**config.mk**
```make
export PLATFORM = sky130hd
export DESIGN_NAME = signal_region_finder_core
export DESIGN_NICKNAME = d
export VERILOG_FILES = /design/src/sv/srf_pkg.sv /design/src/sv/srf_regs.sv /design/src/sv/srf_track.sv /design/src/sv/srf_fifo.sv /design/src/sv/signal_region_finder_core.sv
export VERILOG_INCLUDE_DIRS = /design/src /design/src/sv
export SDC_FILE = /design/constraint.sdc
export NUM_CORES = 1
export LEC_CHECK = 0
export BUFFER_PORTS_ARGS = -buffer_cell sky130_fd_sc_hd__buf_4
export CORE_MARGIN = 1.5
export CORE_UTILIZATION = 66
export CTS_CLUSTER_SIZE = 12
export DETAILED_ROUTE_END_ITERATION = 10
export GPL_TIMING_DRIVEN = 1
export PLACE_DENSITY = 0.86
export SLEW_MARGIN = 25
export SYNTH_ARGS = -nofsm -noshare
export SYNTH_HDL_FRONTEND = slang
export SYNTH_SLANG_ARGS = --single-unit
```
**constraint.sdc**
```tcl
create_clock -name clk -period 25.9 [get_ports clk]
set_input_delay 2.59 -clock clk [delete_from_list [all_inputs] [get_ports clk]]
set_output_delay 2.59 -clock clk [all_outputs]
set_load 0.1 [all_outputs]
```
**src/sv/assert_macros.svh**
```systemverilog
// Assertion helpers shared by the region finder modules.
`ifndef ASSERT_MACROS_SVH
`define ASSERT_MACROS_SVH

// Plain property, checked on every clock edge outside reset.
`define SRF_ASSERT(lbl, clk, rst, prop, msg) \
  lbl: assert property (@(posedge clk) disable iff (rst) (prop)) else $error(msg);

// Same-cycle implication.
`define SRF_ASSERT_IMPL(lbl, clk, rst, pre, post, msg) \
  lbl: assert property (@(posedge clk) disable iff (rst) (pre) |-> (post)) else $error(msg);

// Next-cycle implication.
`define SRF_ASSERT_NEXT(lbl, clk, rst, pre, post, msg) \
  lbl: assert property (@(posedge clk) disable iff (rst) (pre) |=> (post)) else $error(msg);

`endif

```
**src/sv/srf_pkg.sv**
```systemverilog
`default_nettype none

package srf_pkg;

  localparam int IDX_W  = 13;
  localparam int THR_W  = 16;
  localparam int PAD_W  = 13;
  localparam int LEN_W  = 14;
  localparam int APB_DW = 32;
  localparam int APB_AW = 5;

  // Register map, index = paddr[4:2]
  typedef enum logic [2:0] {
    REG_START_THR = 3'd0,
    REG_STOP_THR  = 3'd1,
    REG_PRE_PAD   = 3'd2,
    REG_POST_PAD  = 3'd3,
    REG_WIN_LEN   = 3'd4
  } reg_idx_t;

  localparam logic [THR_W-1:0] START_THR_RST = 16'd48;
  localparam logic [THR_W-1:0] STOP_THR_RST  = 16'd16;
  localparam logic [PAD_W-1:0] PAD_RST       = '0;
  localparam logic [LEN_W-1:0] WIN_LEN_RST   = 14'd4096;

  typedef struct packed {
    logic signed [THR_W-1:0] start_threshold;
    logic signed [THR_W-1:0] stop_threshold;
    logic [PAD_W-1:0]        pre_pad;
    logic [PAD_W-1:0]        post_pad;
    logic [LEN_W-1:0]        window_length;
  } cfg_t;

  typedef struct packed {
    logic [IDX_W-1:0] region_start;
    logic [IDX_W-1:0] region_end;
    logic             window_done;
  } region_t;

  // Up to two results per sample; r0 always precedes r1.
  typedef struct packed {
    logic    v0;
    region_t r0;
    logic    v1;
    region_t r1;
  } push_t;

endpackage

`default_nettype wire

```
**src/sv/srf_regs.sv**
```systemverilog
`default_nettype none

module srf_regs
  import srf_pkg::*;
(
  input  wire logic              clk,
  input  wire logic              rst,
  input  wire logic              psel,
  input  wire logic              penable,
  input  wire logic              pwrite,
  input  wire logic [APB_AW-1:0] paddr,
  input  wire logic [APB_DW-1:0] pwdata,
  output logic      [APB_DW-1:0] prdata,
  output logic                   pready,
  output cfg_t                   cfg
);

  reg_idx_t idx;
  logic     wr;

  assign idx    = reg_idx_t'(paddr[4:2]);
  assign wr     = psel && penable && pwrite;
  assign pready = 1'b1;

  always_ff @(posedge clk) begin
    if (rst) begin
      cfg.start_threshold <= START_THR_RST;
      cfg.stop_threshold  <= STOP_THR_RST;
      cfg.pre_pad         <= PAD_RST;
      cfg.post_pad        <= PAD_RST;
      cfg.window_length   <= WIN_LEN_RST;
    end else if (wr) begin
      unique case (idx)
        REG_START_THR: cfg.start_threshold <= pwdata[THR_W-1:0];
        REG_STOP_THR:  cfg.stop_threshold  <= pwdata[THR_W-1:0];
        REG_PRE_PAD:   cfg.pre_pad         <= pwdata[PAD_W-1:0];
        REG_POST_PAD:  cfg.post_pad        <= pwdata[PAD_W-1:0];
        REG_WIN_LEN:   cfg.window_length   <= pwdata[LEN_W-1:0];
        default: ;
      endcase
    end
  end

  always_comb begin
    unique case (idx)
      REG_START_THR: prdata = APB_DW'(cfg.start_threshold);
      REG_STOP_THR:  prdata = APB_DW'(cfg.stop_threshold);
      REG_PRE_PAD:   prdata = APB_DW'(cfg.pre_pad);
      REG_POST_PAD:  prdata = APB_DW'(cfg.post_pad);
      REG_WIN_LEN:   prdata = APB_DW'(cfg.window_length);
      default:       prdata = '0;
    endcase
  end

endmodule

`default_nettype wire

```
**src/sv/srf_track.sv**
```systemverilog
`default_nettype none

module srf_track
  import srf_pkg::*;
#(
  parameter int MAX_WINDOW   = 8192,
  parameter int SAMPLE_WIDTH = 16
) (
  input  wire logic                           clk,
  input  wire logic                           rst,
  input  wire cfg_t                           cfg,
  input  wire logic signed [SAMPLE_WIDTH-1:0] sample,
  input  wire logic                           sample_valid,
  output logic                                sample_ready,
  input  wire logic                           room,
  output push_t                               push
);

  `include "assert_macros.svh"

  localparam int PW  = $clog2(MAX_WINDOW);
  localparam int LW  = $clog2(MAX_WINDOW + 1);
  localparam int CW  = (LW > LEN_W) ? LW : LEN_W;
  localparam int AW  = ((PW > PAD_W) ? PW : PAD_W) + 1;
  localparam int XW  = (SAMPLE_WIDTH > THR_W) ? SAMPLE_WIDTH : THR_W;

  // input register
  logic                           s1_valid;
  logic signed [SAMPLE_WIDTH-1:0] s1_sample;

  // window state
  logic [PW-1:0] position, position_next;
  logic          region_open, region_open_next;
  logic [PW-1:0] open_start, open_start_next;
  logic          pend_v, pend_v_next;
  logic [PW-1:0] pend_s, pend_s_next;
  logic [PW-1:0] pend_e, pend_e_next;

  logic            fire, last, add_v, merge;
  logic [CW-1:0]   wl_ext;
  logic [PW-1:0]   len_m1, p, add_s, add_e, ps, pe;
  logic [AW-1:0]   pe_sum;
  logic signed [XW-1:0] x_ext, on_ext, off_ext;

  assign fire         = s1_valid && room;
  assign sample_ready = !s1_valid || fire;

  always_ff @(posedge clk) begin
    if (rst) begin
      s1_valid <= 1'b0;
    end else if (sample_ready) begin
      s1_valid <= sample_valid;
    end
    if (sample_ready && sample_valid) begin
      s1_sample <= sample;
    end
  end

  // effective last index: length 0 acts as 1, clamp at MAX_WINDOW
  assign wl_ext = CW'(cfg.window_length);
  always_comb begin
    priority if (wl_ext == '0) begin
      len_m1 = '0;
    end else if (wl_ext > CW'(MAX_WINDOW)) begin
      len_m1 = PW'(MAX_WINDOW - 1);
    end else begin
      len_m1 = PW'(wl_ext - CW'(1));
    end
  end

  assign last    = (position >= len_m1);
  assign p       = (position > len_m1) ? len_m1 : position;
  assign x_ext   = XW'(s1_sample);
  assign on_ext  = XW'(cfg.start_threshold);
  assign off_ext = XW'(cfg.stop_threshold);

  // open / close decision; at most one region closes per sample
  always_comb begin
    region_open_next = region_open;
    open_start_next  = open_start;
    add_v            = 1'b0;
    add_s            = open_start;
    add_e            = p;
    if (!region_open) begin
      if (x_ext > on_ext) begin
        region_open_next = 1'b1;
        open_start_next  = p;
      end
    end else if (x_ext < off_ext) begin
      region_open_next = 1'b0;
      add_v            = 1'b1;
    end
    if (last && region_open_next) begin
      region_open_next = 1'b0;
      add_v            = 1'b1;
      add_s            = open_start_next;
      add_e            = len_m1;
    end
  end

  // padding
  assign ps     = (AW'(add_s) > AW'(cfg.pre_pad)) ? PW'(AW'(add_s) - AW'(cfg.pre_pad)) : '0;
  assign pe_sum = AW'(add_e) + AW'(cfg.post_pad);
  assign pe     = (pe_sum > AW'(len_m1)) ? len_m1 : PW'(pe_sum);
  assign merge  = pend_v && (ps <= pend_e);

  always_comb begin
    pend_v_next   = pend_v;
    pend_s_next   = pend_s;
    pend_e_next   = pend_e;
    position_next = PW'(p + PW'(1));
    push          = '0;
    if (add_v) begin
      if (merge) begin
        pend_e_next = pe;
      end else begin
        push.v0     = fire && pend_v;
        pend_s_next = ps;
        pend_e_next = pe;
        pend_v_next = 1'b1;
      end
    end
    push.r0.region_start = IDX_W'(pend_s);
    push.r0.region_end   = IDX_W'(pend_e);
    push.r0.window_done  = 1'b0;
    push.r1.region_start = IDX_W'(pend_s_next);
    push.r1.region_end   = IDX_W'(pend_e_next);
    push.r1.window_done  = 1'b1;
    if (last) begin
      push.v1       = fire && pend_v_next;
      pend_v_next   = 1'b0;
      position_next = '0;
    end
  end

  always_ff @(posedge clk) begin
    if (rst) begin
      position    <= '0;
      region_open <= 1'b0;
      pend_v      <= 1'b0;
    end else if (fire) begin
      position    <= position_next;
      region_open <= region_open_next;
      pend_v      <= pend_v_next;
    end
    if (fire) begin
      open_start <= open_start_next;
      pend_s     <= pend_s_next;
      pend_e     <= pend_e_next;
    end
  end

  `SRF_ASSERT_IMPL(a_done_only_at_end, clk, rst, push.v1, fire && last, "window_done beat without window end")
  `SRF_ASSERT_IMPL(a_first_needs_close, clk, rst, push.v0, fire && add_v && !merge, "flush without a new region")
  `SRF_ASSERT_NEXT(a_window_wrap, clk, rst, fire && last, position == '0 && !region_open && !pend_v, "state not cleared at window end")

endmodule

`default_nettype wire

```
**src/sv/srf_fifo.sv**
```systemverilog
`default_nettype none

module srf_fifo
  import srf_pkg::*;
#(
  parameter int DEPTH = 4
) (
  input  wire logic    clk,
  input  wire logic    rst,
  input  wire push_t   push,
  output logic         room,
  output region_t      rd_data,
  output logic         rd_valid,
  input  wire logic    rd_ready
);

  `include "assert_macros.svh"

  localparam int PTR_W = $clog2(DEPTH);
  localparam int CNT_W = $clog2(DEPTH + 1);

  region_t            mem [DEPTH];
  logic [PTR_W-1:0]   wp, wp1, rp, wp_next, rp_next;
  logic [CNT_W-1:0]   count, count_next;
  logic               w0, w1, pop;
  region_t            d0;

  assign w0 = push.v0 || push.v1;
  assign w1 = push.v0 && push.v1;
  assign d0 = push.v0 ? push.r0 : push.r1;

  assign rd_valid = (count != '0);
  assign rd_data  = mem[rp];
  assign pop      = rd_valid && rd_ready;
  assign room     = (count <= CNT_W'(DEPTH - 2));

  assign wp1 = (wp == PTR_W'(DEPTH - 1)) ? '0 : PTR_W'(wp + PTR_W'(1));

  always_comb begin
    wp_next = wp;
    if (w1) begin
      wp_next = (wp1 == PTR_W'(DEPTH - 1)) ? '0 : PTR_W'(wp1 + PTR_W'(1));
    end else if (w0) begin
      wp_next = wp1;
    end
    rp_next = rp;
    if (pop) begin
      rp_next = (rp == PTR_W'(DEPTH - 1)) ? '0 : PTR_W'(rp + PTR_W'(1));
    end
    count_next = CNT_W'(count + CNT_W'(w0) + CNT_W'(w1) - CNT_W'(pop));
  end

  always_ff @(posedge clk) begin
    if (rst) begin
      wp    <= '0;
      rp    <= '0;
      count <= '0;
    end else begin
      wp    <= wp_next;
      rp    <= rp_next;
      count <= count_next;
    end
    if (w0) begin
      mem[wp] <= d0;
    end
    if (w1) begin
      mem[wp1] <= push.r1;
    end
  end

  `SRF_ASSERT(a_no_overflow, clk, rst, count <= CNT_W'(DEPTH), "result queue overflow")
  `SRF_ASSERT_IMPL(a_push_has_room, clk, rst, push.v0 || push.v1, room, "result beat pushed without room")

endmodule

`default_nettype wire

```
**src/sv/signal_region_finder_core.sv**
```systemverilog
`default_nettype none

// Hysteresis region finder. Takes one signed sample beat per cycle and
// counts its place in a readout window of window_length samples (0 acts as
// 1, values above MAX_WINDOW act as MAX_WINDOW). A region opens at a sample
// strictly above start_threshold and closes at the first later sample
// strictly below stop_threshold (that sample is its end, and it cannot
// reopen the region); a region open at the last sample closes there. Each
// region is widened by pre_pad / post_pad, clamped to the window, and
// merged with the held region before it when they touch. Results come out
// one region behind, as (region_start, region_end); the last region of a
// window carries window_done. A window with no region gives no beat at all,
// and the last sample may give two beats. Throughput is one sample per
// cycle while the queue has room: a sample waits in the input register,
// the window state updates as it leaves, and results drain through a
// four-entry queue. A sample is only taken from the input register when
// the queue has two free entries, so the input stalls only while the
// result side stalls. Registers sit on an APB port at byte addresses 0x00
// start_threshold, 0x04 stop_threshold, 0x08 pre_pad, 0x0C post_pad, 0x10
// window_length. The user must write them only while no sample is in
// flight (not enforced); a change of window_length takes effect at once.
module signal_region_finder_core
  import srf_pkg::*;
#(
  parameter int MAX_WINDOW   = 8192,
  parameter int SAMPLE_WIDTH = 16
) (
  input  wire logic                           clk,
  input  wire logic                           rst,
  // APB configuration
  input  wire logic                           psel,
  input  wire logic                           penable,
  input  wire logic                           pwrite,
  input  wire logic [APB_AW-1:0]              paddr,
  input  wire logic [APB_DW-1:0]              pwdata,
  output logic      [APB_DW-1:0]              prdata,
  output logic                                pready,
  // sample stream
  input  wire logic signed [SAMPLE_WIDTH-1:0] sample,
  input  wire logic                           sample_valid,
  output logic                                sample_ready,
  // region stream
  output logic      [IDX_W-1:0]               region_start,
  output logic      [IDX_W-1:0]               region_end,
  output logic                                window_done,
  output logic                                region_valid,
  input  wire logic                           region_ready
);

  // two beats per sample at most, so four entries keep a full rate
  localparam int OUT_DEPTH = 4;

  cfg_t    cfg;
  push_t   push;
  logic    room;
  region_t rd_data;

  srf_regs u_regs (
    .clk     (clk),
    .rst     (rst),
    .psel    (psel),
    .penable (penable),
    .pwrite  (pwrite),
    .paddr   (paddr),
    .pwdata  (pwdata),
    .prdata  (prdata),
    .pready  (pready),
    .cfg     (cfg)
  );

  // window tracking: input register plus registered window state
  srf_track #(
    .MAX_WINDOW   (MAX_WINDOW),
    .SAMPLE_WIDTH (SAMPLE_WIDTH)
  ) u_track (
    .clk          (clk),
    .rst          (rst),
    .cfg          (cfg),
    .sample       (sample),
    .sample_valid (sample_valid),
    .sample_ready (sample_ready),
    .room         (room),
    .push         (push)
  );

  // result queue decouples the output handshake
  srf_fifo #(
    .DEPTH (OUT_DEPTH)
  ) u_fifo (
    .clk      (clk),
    .rst      (rst),
    .push     (push),
    .room     (room),
    .rd_data  (rd_data),
    .rd_valid (region_valid),
    .rd_ready (region_ready)
  );

  assign region_start = rd_data.region_start;
  assign region_end   = rd_data.region_end;
  assign window_done  = rd_data.window_done;

endmodule

`default_nettype wire

```
==> results.md, run 1 <==
* 21.4 um — drt wl/cell
* 29.7% — top cell type's share of synthesized area
* 29.9 mm — placed wire-length estimate
* 12959 — Vias
* 1934 — dpl cells
* 12426 — via count of the first global-routing pass
* 41.3% — final cycle utilization of the critical path
* 6 — Pre-Repair DR Iteration Count
* 75.0% — share of the core filled with cells in the final layout
* 0.463 ns — worst-case hold slack
* sky130_fd_sc_hd__ha_1 — most repeated library cell on the critical path
* 102 — port buffer count
* 0.0208 ns — Max Clock Skew
* 0.936 — routability cong.
* reg2reg — critical path class
* 260 — Clock Sink Count
* 1769 — net count after synthesis
* 56 — row count
* 10.71 ns — Period minus WS final
* 0 ns — setup TNS after final layout
* 28 — Inserted Clock Buffers
* 0 — PostCTS Resize Cnt
* 23700 sq um — Core ar.
* 0 — number of remaining DRC errors
* 0 — Setup-failing EPs final
* 0 — antenna violations before repair
* 0 — number of endpoints with negative hold slack in the final report
* 0 — max-slew violation count
* compound AO/OA/AOI/OAI gates — combinational family with the most area after synthesis
* 1.08 ns — Worst-Margin Slew
* 15.19 ns — minimum setup slack among reg-to-reg paths
* 56.0% — GR met2 Demand/Resource
* reg2reg — worst min-delay path category
* 1311 — initial drt markers
* 0 — MaxCap Viol Count
* flip-flop — type of origin of the critical path
* sky130_fd_sc_hd__nand2_1 (163), sky130_fd_sc_hd__edfxtp_1 (159), sky130_fd_sc_hd__nor2_1 (125) — most frequent cells in the layout
* 0.0643 mV — VDD IR-drop max
* 89 — pin count of the biggest net entering global routing
* 26.31 ns — Crit path required time
* 5.24% — met3 Use GR
* 18.6% — post-synthesis compound-gate area fraction
* 66.3 mm — global-route wire length before repair
* 27.8% — worst max-slew margin expressed relative to the limit
* 8360 sq um — combined area of the multi-input logic cells
* 0 — postcts setup bufs
* 93.4 MHz — Max Clock Freq
* 6.53 — ratio of routed vias to standard cells
* 41.9% — GRT met1 Usage
* 33.2% — Overall Global Routing Usage
* 25300 sq um — Die ar.
* 1240 uW — Pwr Total
* sky130_fd_sc_hd__edfxtp_1 (30%), sky130_fd_sc_hd__dfxtp_1 (13%), sky130_fd_sc_hd__ha_1 (8.3%) — synth top area cells
* 8.76% — arithmetic-cell share of the synthesized area counting full adders, half adders and majority gates
* 91 — Synth cell types
* 13.0% — Post-Synth Simple-Gate Area
* 0.75 ns — peak per-stage delay on the critical path
* 1 — number of levels in the clock H-tree
* flip-flop — Worst setup EP type
* 159 um — die extent in x
* 10.7% — area growth from synthesis to layout
* sky130_fd_sc_hd__edfxtp_1 — most instantiated flip-flop cell in the synthesis netlist
* 159 um — Die Span Y
* 0 — Routed Antenna Nets
* 6800 sq um — area occupied by registers
* 0.00678 uW — Lkg Pwr
* 16100 sq um — Netlist Area Pre-Place
* 11.12 ns — arrival time reported for the critical path endpoint
* 122 — total I/O pin count
* 42.4 mm — final wirelength
* 3 — CTS Buffer Depth
* 70.0 nW/um^2 — PD cells
* 24 — top fanout value on the critical path
* 159 — EDFF count, synth
* 0 — cts hold-fix bufs
* 0.56 ns — clock latency of the later-clocked register in the worst-skew pair
* sky130_fd_sc_hd__clkbuf_16 — cell chosen for the clock root
* finished clean — outcome
* 42.3% — Seq/Total Area, Yosys
* 67.8% — effective utilization at floorplan
* 260 — #FFs+latches synth
* 1815 — final-stage net count
* 1599 — cell count after synthesis
* sky130_fd_sc_hd__a2111oi_0 — critical path's slowest cell
* 0 — residual overflow from global routing
* sky130_fd_sc_hd__edfxtp_1 — cell taking the most area after synthesis
* 16.1% — fraction of final layout cells with drive strength greater than 1
* 1617 — fillcell total
* 9.53% — multiplexer share of the synthesized area
* 0 — number of warnings printed during yosys synthesis
* 1986 — fin cells
* 0% — ys async rst share
* built — clock tree from TritonCTS
* met2 — most used routing layer in global routing
* 1.86% — parity-gate share of the synthesized area counting xor and xnor cells
* 0.06 ns — Worst-path clk slew
* sky130_fd_sc_hd__nand2_1 — most common cell after layout, fill and taps aside
* 0 — diodes inserted
* 10.0 sq um — average cell area after synthesis
* no — unrepaired setup endpoints after global routing
==> power breakdown <==
group          switching (uW)  internal [uW]  leakage, uW
clock network             164            231     0.000443
logic                     250            110      0.00416
registers                25.9            463      0.00218
total                     440            803      0.00678
==> Yosys cell counts, drive strengths merged (5+ instances only) <==
library cell and count:
a21oi 130, edfxtp 159, or3 9, a211oi 16, nor3 29, inv 108
or4 5, nand3 30, mux4 27, mux2i 64, nand2 164, o21ai 66
a211o 8, o21a 8, mux2 25, o31ai 7, nand2b 11, nor2b 14
buf 59, a31oi 13, a21o 15, dfxtp 101, o2bb2ai 39, ha 106
clkbuf 42, a22oi 15, nand4 14, a22o 56, xor2 8, xnor2 26
or2 7, o22ai 19, nor2 132, and3 10
==> path summary, 6_finish.rpt <==
path | start | to | depth (start not counted)
min reg2reg | u_fifo.mem[1][0] | u_fifo.mem[1][0] | 2
max | u_regs.cfg[0] | u_fifo.count[2] | 38
max reg2reg | u_regs.cfg[0] | u_fifo.count[2] | 38
min | u_fifo.mem[1][0] | u_fifo.mem[1][0] | 2
==> routing by layer <==
layer | part of all wire, % | vias up
li1 | - | 5975
met1 | 38 | 6163
met2 | 48 | 683
met3 | 8.6 | 138
met4 | 4.9 | 0
met5 | 0 | -
==> layout make-up <==
cell class | count | area share [%]
repair buffers | 117 | 4.94
flip-flops and latches | 260 | 38.3
clock inverters | 5 | 0.387
well taps | 319 | 2.25
multi-input cells | 1128 | 47.1
clock buffers | 47 | 4.74
inverters | 110 | 2.32
==> flip-flops by register name, summed over array words and instances, names as in the netlist, named ones only <==
signal,flops
u_fifo.count,3
u_fifo.mem,108
u_fifo.rp,2
u_fifo.wp,2
u_regs.cfg,72
u_track.open_start,13
u_track.pend_e,13
u_track.pend_s,13
u_track.pend_v,1
u_track.position,13
u_track.region_open,1
u_track.s1_sample,16
u_track.s1_valid,1
==> metrics by stage <==
| step | setup WS (ns) | instance area (sq um) |
|---|---|---|
| final | 15.19 | 17800 |
| after global routing | 14.25 | 17800 |
| after CTS | 15.24 | 17700 |
| after detailed placement | 15.30 | 16800 |
| after global placement | 15.53 | 16800 |
| after floorplan | 16.18 | 16100 |
==> critical path, delay by kind of cell, from the launching register on <==
| family | cells | cell delay, ns |
|---|---|---|
| xor gates and xnor gates | 1 | 0.15 |
| buffers and inverters | 4 | 0.68 |
| and+or+nand+nor | 8 | 1.94 |
| adders and majority gates | 7 | 2.30 |
| AOI/OAI and AO/OA | 15 | 4.01 |
| muxes | 3 | 1.07 |
| DFF | 1 | 0.41 |
==> cells by family (layout without fill, tap and decap cells) <==
| logic type | after synthesis | count (layout) |
|---|---|---|
| AOI/OAI and AO/OA | 421 | 421 |
| muxes | 116 | 116 |
| buffers and inverters | 211 | 279 |
| DFF | 260 | 260 |
| other | 1 | 1 |
| adders and majority gates | 110 | 110 |
| xor gates and xnor gates | 34 | 34 |
| and+or+nand+nor | 446 | 446 |
No activity file was read; power rests on OpenSTA's default activity.
==> inputs of run 2 (changes only) <==
--- a/config.mk
+++ b/config.mk
@@ -8,11 +8,11 @@
 export LEC_CHECK = 0
 export BUFFER_PORTS_ARGS = -buffer_cell sky130_fd_sc_hd__buf_4
 export CORE_MARGIN = 1.5
-export CORE_UTILIZATION = 66
+export CORE_UTILIZATION = 55
 export CTS_CLUSTER_SIZE = 12
 export DETAILED_ROUTE_END_ITERATION = 10
 export GPL_TIMING_DRIVEN = 1
-export PLACE_DENSITY = 0.86
+export PLACE_DENSITY = 0.77
 export SLEW_MARGIN = 25
 export SYNTH_ARGS = -nofsm -noshare
 export SYNTH_HDL_FRONTEND = slang
==> constraint.sdc (replaced) <==
create_clock -name clk -period 9.1 [get_ports clk]
set_input_delay 0.91 -clock clk [delete_from_list [all_inputs] [get_ports clk]]
set_output_delay 0.91 -clock clk [all_outputs]
set_load 0.1 [all_outputs]
==> run 2 against run 1 <==
Clock skew is 0.0096 ns lower. Maximum frequency is 24% higher. Cell count is 6.9% higher. Clock-buffer cell count is 4 lower. Core utilization is 10 points lower. Critical path type unchanged.
==> results.md, run 2 (synthesis results as in run 1) <==
* 3 — CTS Buffer Depth
* 0.456 ns — worst-case hold slack
* 102 — port buffer count
* 29.8% — Overall Global Routing Usage
* 2124 — fin cells
* 2066 — dpl cells
* 1886 — final-stage net count
* 19.7% — fraction of final layout cells with drive strength greater than 1
* 62 — row count
* 28700 sq um — Core ar.
* sky130_fd_sc_hd__nor4_2 — critical path's slowest cell
* 32.4% — worst max-slew margin expressed relative to the limit
* reg2reg — critical path class
* 2317 — fillcell total
* 8.65 ns — Period minus WS final
* -0.00591 ns — Worst Setup Slack post-DPL
* 13164 — Vias
* 1 — cell depth of the worst hold path
* built — clock tree from TritonCTS
* 15.8% — area growth from synthesis to layout
* 30200 sq um — Die ar.
* flip-flop — Worst setup EP type
* 4 — number of buffer and inverter stages on the critical path
* u_fifo.mem x108, u_regs.cfg x72, u_track.s1_sample x16 — Top Registers
* 33.1 mm — placed wire-length estimate
* 174 um — Die Span Y
* 198 nW/um^2 — PD cells
* 108 — Largest register FFs
* finished clean — outcome
* sky130_fd_sc_hd__ha_1 — most repeated library cell on the critical path
* 0 — Setup-failing EPs final
* 0.57 ns — clock latency of the later-clocked register in the worst-skew pair
* 37 — Worst path depth
* 0 — residual overflow from global routing
* compound AO/OA/AOI/OAI gates — delay-heaviest family, CP
* 9.08 ns — arrival time reported for the critical path endpoint
* 45.4 mm — final wirelength
* 55.9% — effective utilization at floorplan
* 174 um — die extent in x
* 0 — antenna violations before repair
* 1226 — initial drt markers
* 64.8% — share of the core filled with cells in the final layout
* 30 — Inserted Clock Buffers
* 0 — Routed Antenna Nets
* flip-flop — type of origin of the critical path
* 0.447 ns — fin worst setup slack
* 0 — cts hold-fix bufs
* u_fifo.mem — register with the most flip-flops
* reg2reg — worst min-delay path category
* sky130_fd_sc_hd__buf_4 (176), sky130_fd_sc_hd__nand2_1 (163), sky130_fd_sc_hd__edfxtp_1 (159) — most frequent cells in the layout
* 0 — number of endpoints with negative hold slack in the final report
* 0 — max-slew violation count
* 0 — number of remaining DRC errors
* 21.4 um — drt wl/cell
* 6 — Pre-Repair DR Iteration Count
* 0.996 — routability cong.
* 1.01 ns — Worst-Margin Slew
* 122 — total I/O pin count
* 0 — diodes inserted
* 0.48 ns — peak per-stage delay on the critical path
* 6.20 — ratio of routed vias to standard cells
* 95.1% — final cycle utilization of the critical path
* 0.00720 uW — Lkg Pwr
* 1 — number of levels in the clock H-tree
* 37 — depth of the worst register-to-register path
* sky130_fd_sc_hd__buf_4 — most common cell after layout, fill and taps aside
* 0.0113 ns — Max Clock Skew
* 0 — MaxCap Viol Count
* sky130_fd_sc_hd__clkbuf_16 — cell chosen for the clock root
* 18 — top fanout value on the critical path
* 89 — pin count of the biggest net entering global routing
* 0.06 ns — Worst-path clk slew
* 116 MHz — Max Clock Freq
* 260 — Clock Sink Count
* 9.53 ns — Crit path required time
* 0.165 mV — VDD IR-drop max
* 12858 — via count of the first global-routing pass
* 70.5 mm — global-route wire length before repair
[run 2: cell types whose count changed in the layout (fill, tap and decap cells not counted), moves of 3 or more]
cell                       before  now
sky130_fd_sc_hd__buf_4        117  176
sky130_fd_sc_hd__buf_12         0    9
sky130_fd_sc_hd__clkbuf_8       7    2
sky130_fd_sc_hd__and3_1         7   10
sky130_fd_sc_hd__and3_2         3    0
sky130_fd_sc_hd__clkinv_1       2    5
sky130_fd_sc_hd__o21ai_0       48   45
[run 2: cell type report]
class / instances / area [sq um] / share of cell area (%)
Inverter: 110 / 413 / 2.22
Sequential cell: 260 / 6800 / 36.6
Timing Repair Buffer: 186 / 1510 / 8.14
Clock inverter: 13 / 179 / 0.963
Multi-Input combinational cell: 1128 / 8390 / 45.1
Tap cell: 384 / 480 / 2.58
Clock buffer: 43 / 820 / 4.41
[run 2: repair_timing]
item                                    in CTS  in global routing
gates resized for setup                      1                 13
pin swaps                                    0                  2
gates cloned                                 0                  0
endpoints found under the setup margin       1                229
setup buffers                                0                  2
[run 2: metal layers]
metal / part of all wire, % / global-route usage (%) / vias up
li1: - / - / 6118
met1: 39 / 37.2 / 6283
met2: 48 / 51.2 / 628
met3: 7.6 / 3.93 / 135
met4: 4.8 / 14.1 / 0
met5: 0 / 0 / -
[run 2: power breakdown]
group,leakage [uW],internal [uW],switching [uW]
sequential,0.00218,1320,51.6
clock,0.000477,715,494
combinational,0.00454,347,754
total,0.00720,2380,1300
[run 2: worst register-to-register path: cells and delay by family, from the launching register on]
family | cells | cell delay, ns
xor+xnor | 1 | 0.16
simple gates | 9 | 1.73
buf+inv | 4 | 0.51
compound gates | 15 | 3.26
flops | 1 | 0.42
fa+ha+maj | 6 | 1.82
mux | 2 | 0.59
[run 2: metrics by stage]
step                      setup TNS, ns  power [uW]  area, sq um
after CTS                             0        3680        18500
final                                 0        3680        18600
after global placement                0        2440        17500
after detailed placement       -0.00591        2470        17500
after floorplan                       0        2190        16100
after global routing             -0.200        3810        18600
[run 2: path summary, 6_finish.rpt]
kind / from / endpoint / slack, ns
worst max register to register: u_regs.cfg[5] / u_fifo.count[2] / 0.45
worst max-delay path: u_regs.cfg[5] / u_fifo.count[2] / 0.45
worst min-delay path: u_fifo.mem[0][0] / u_fifo.mem[0][0] / 0.46
worst min register to register: u_fifo.mem[0][0] / u_fifo.mem[0][0] / 0.46
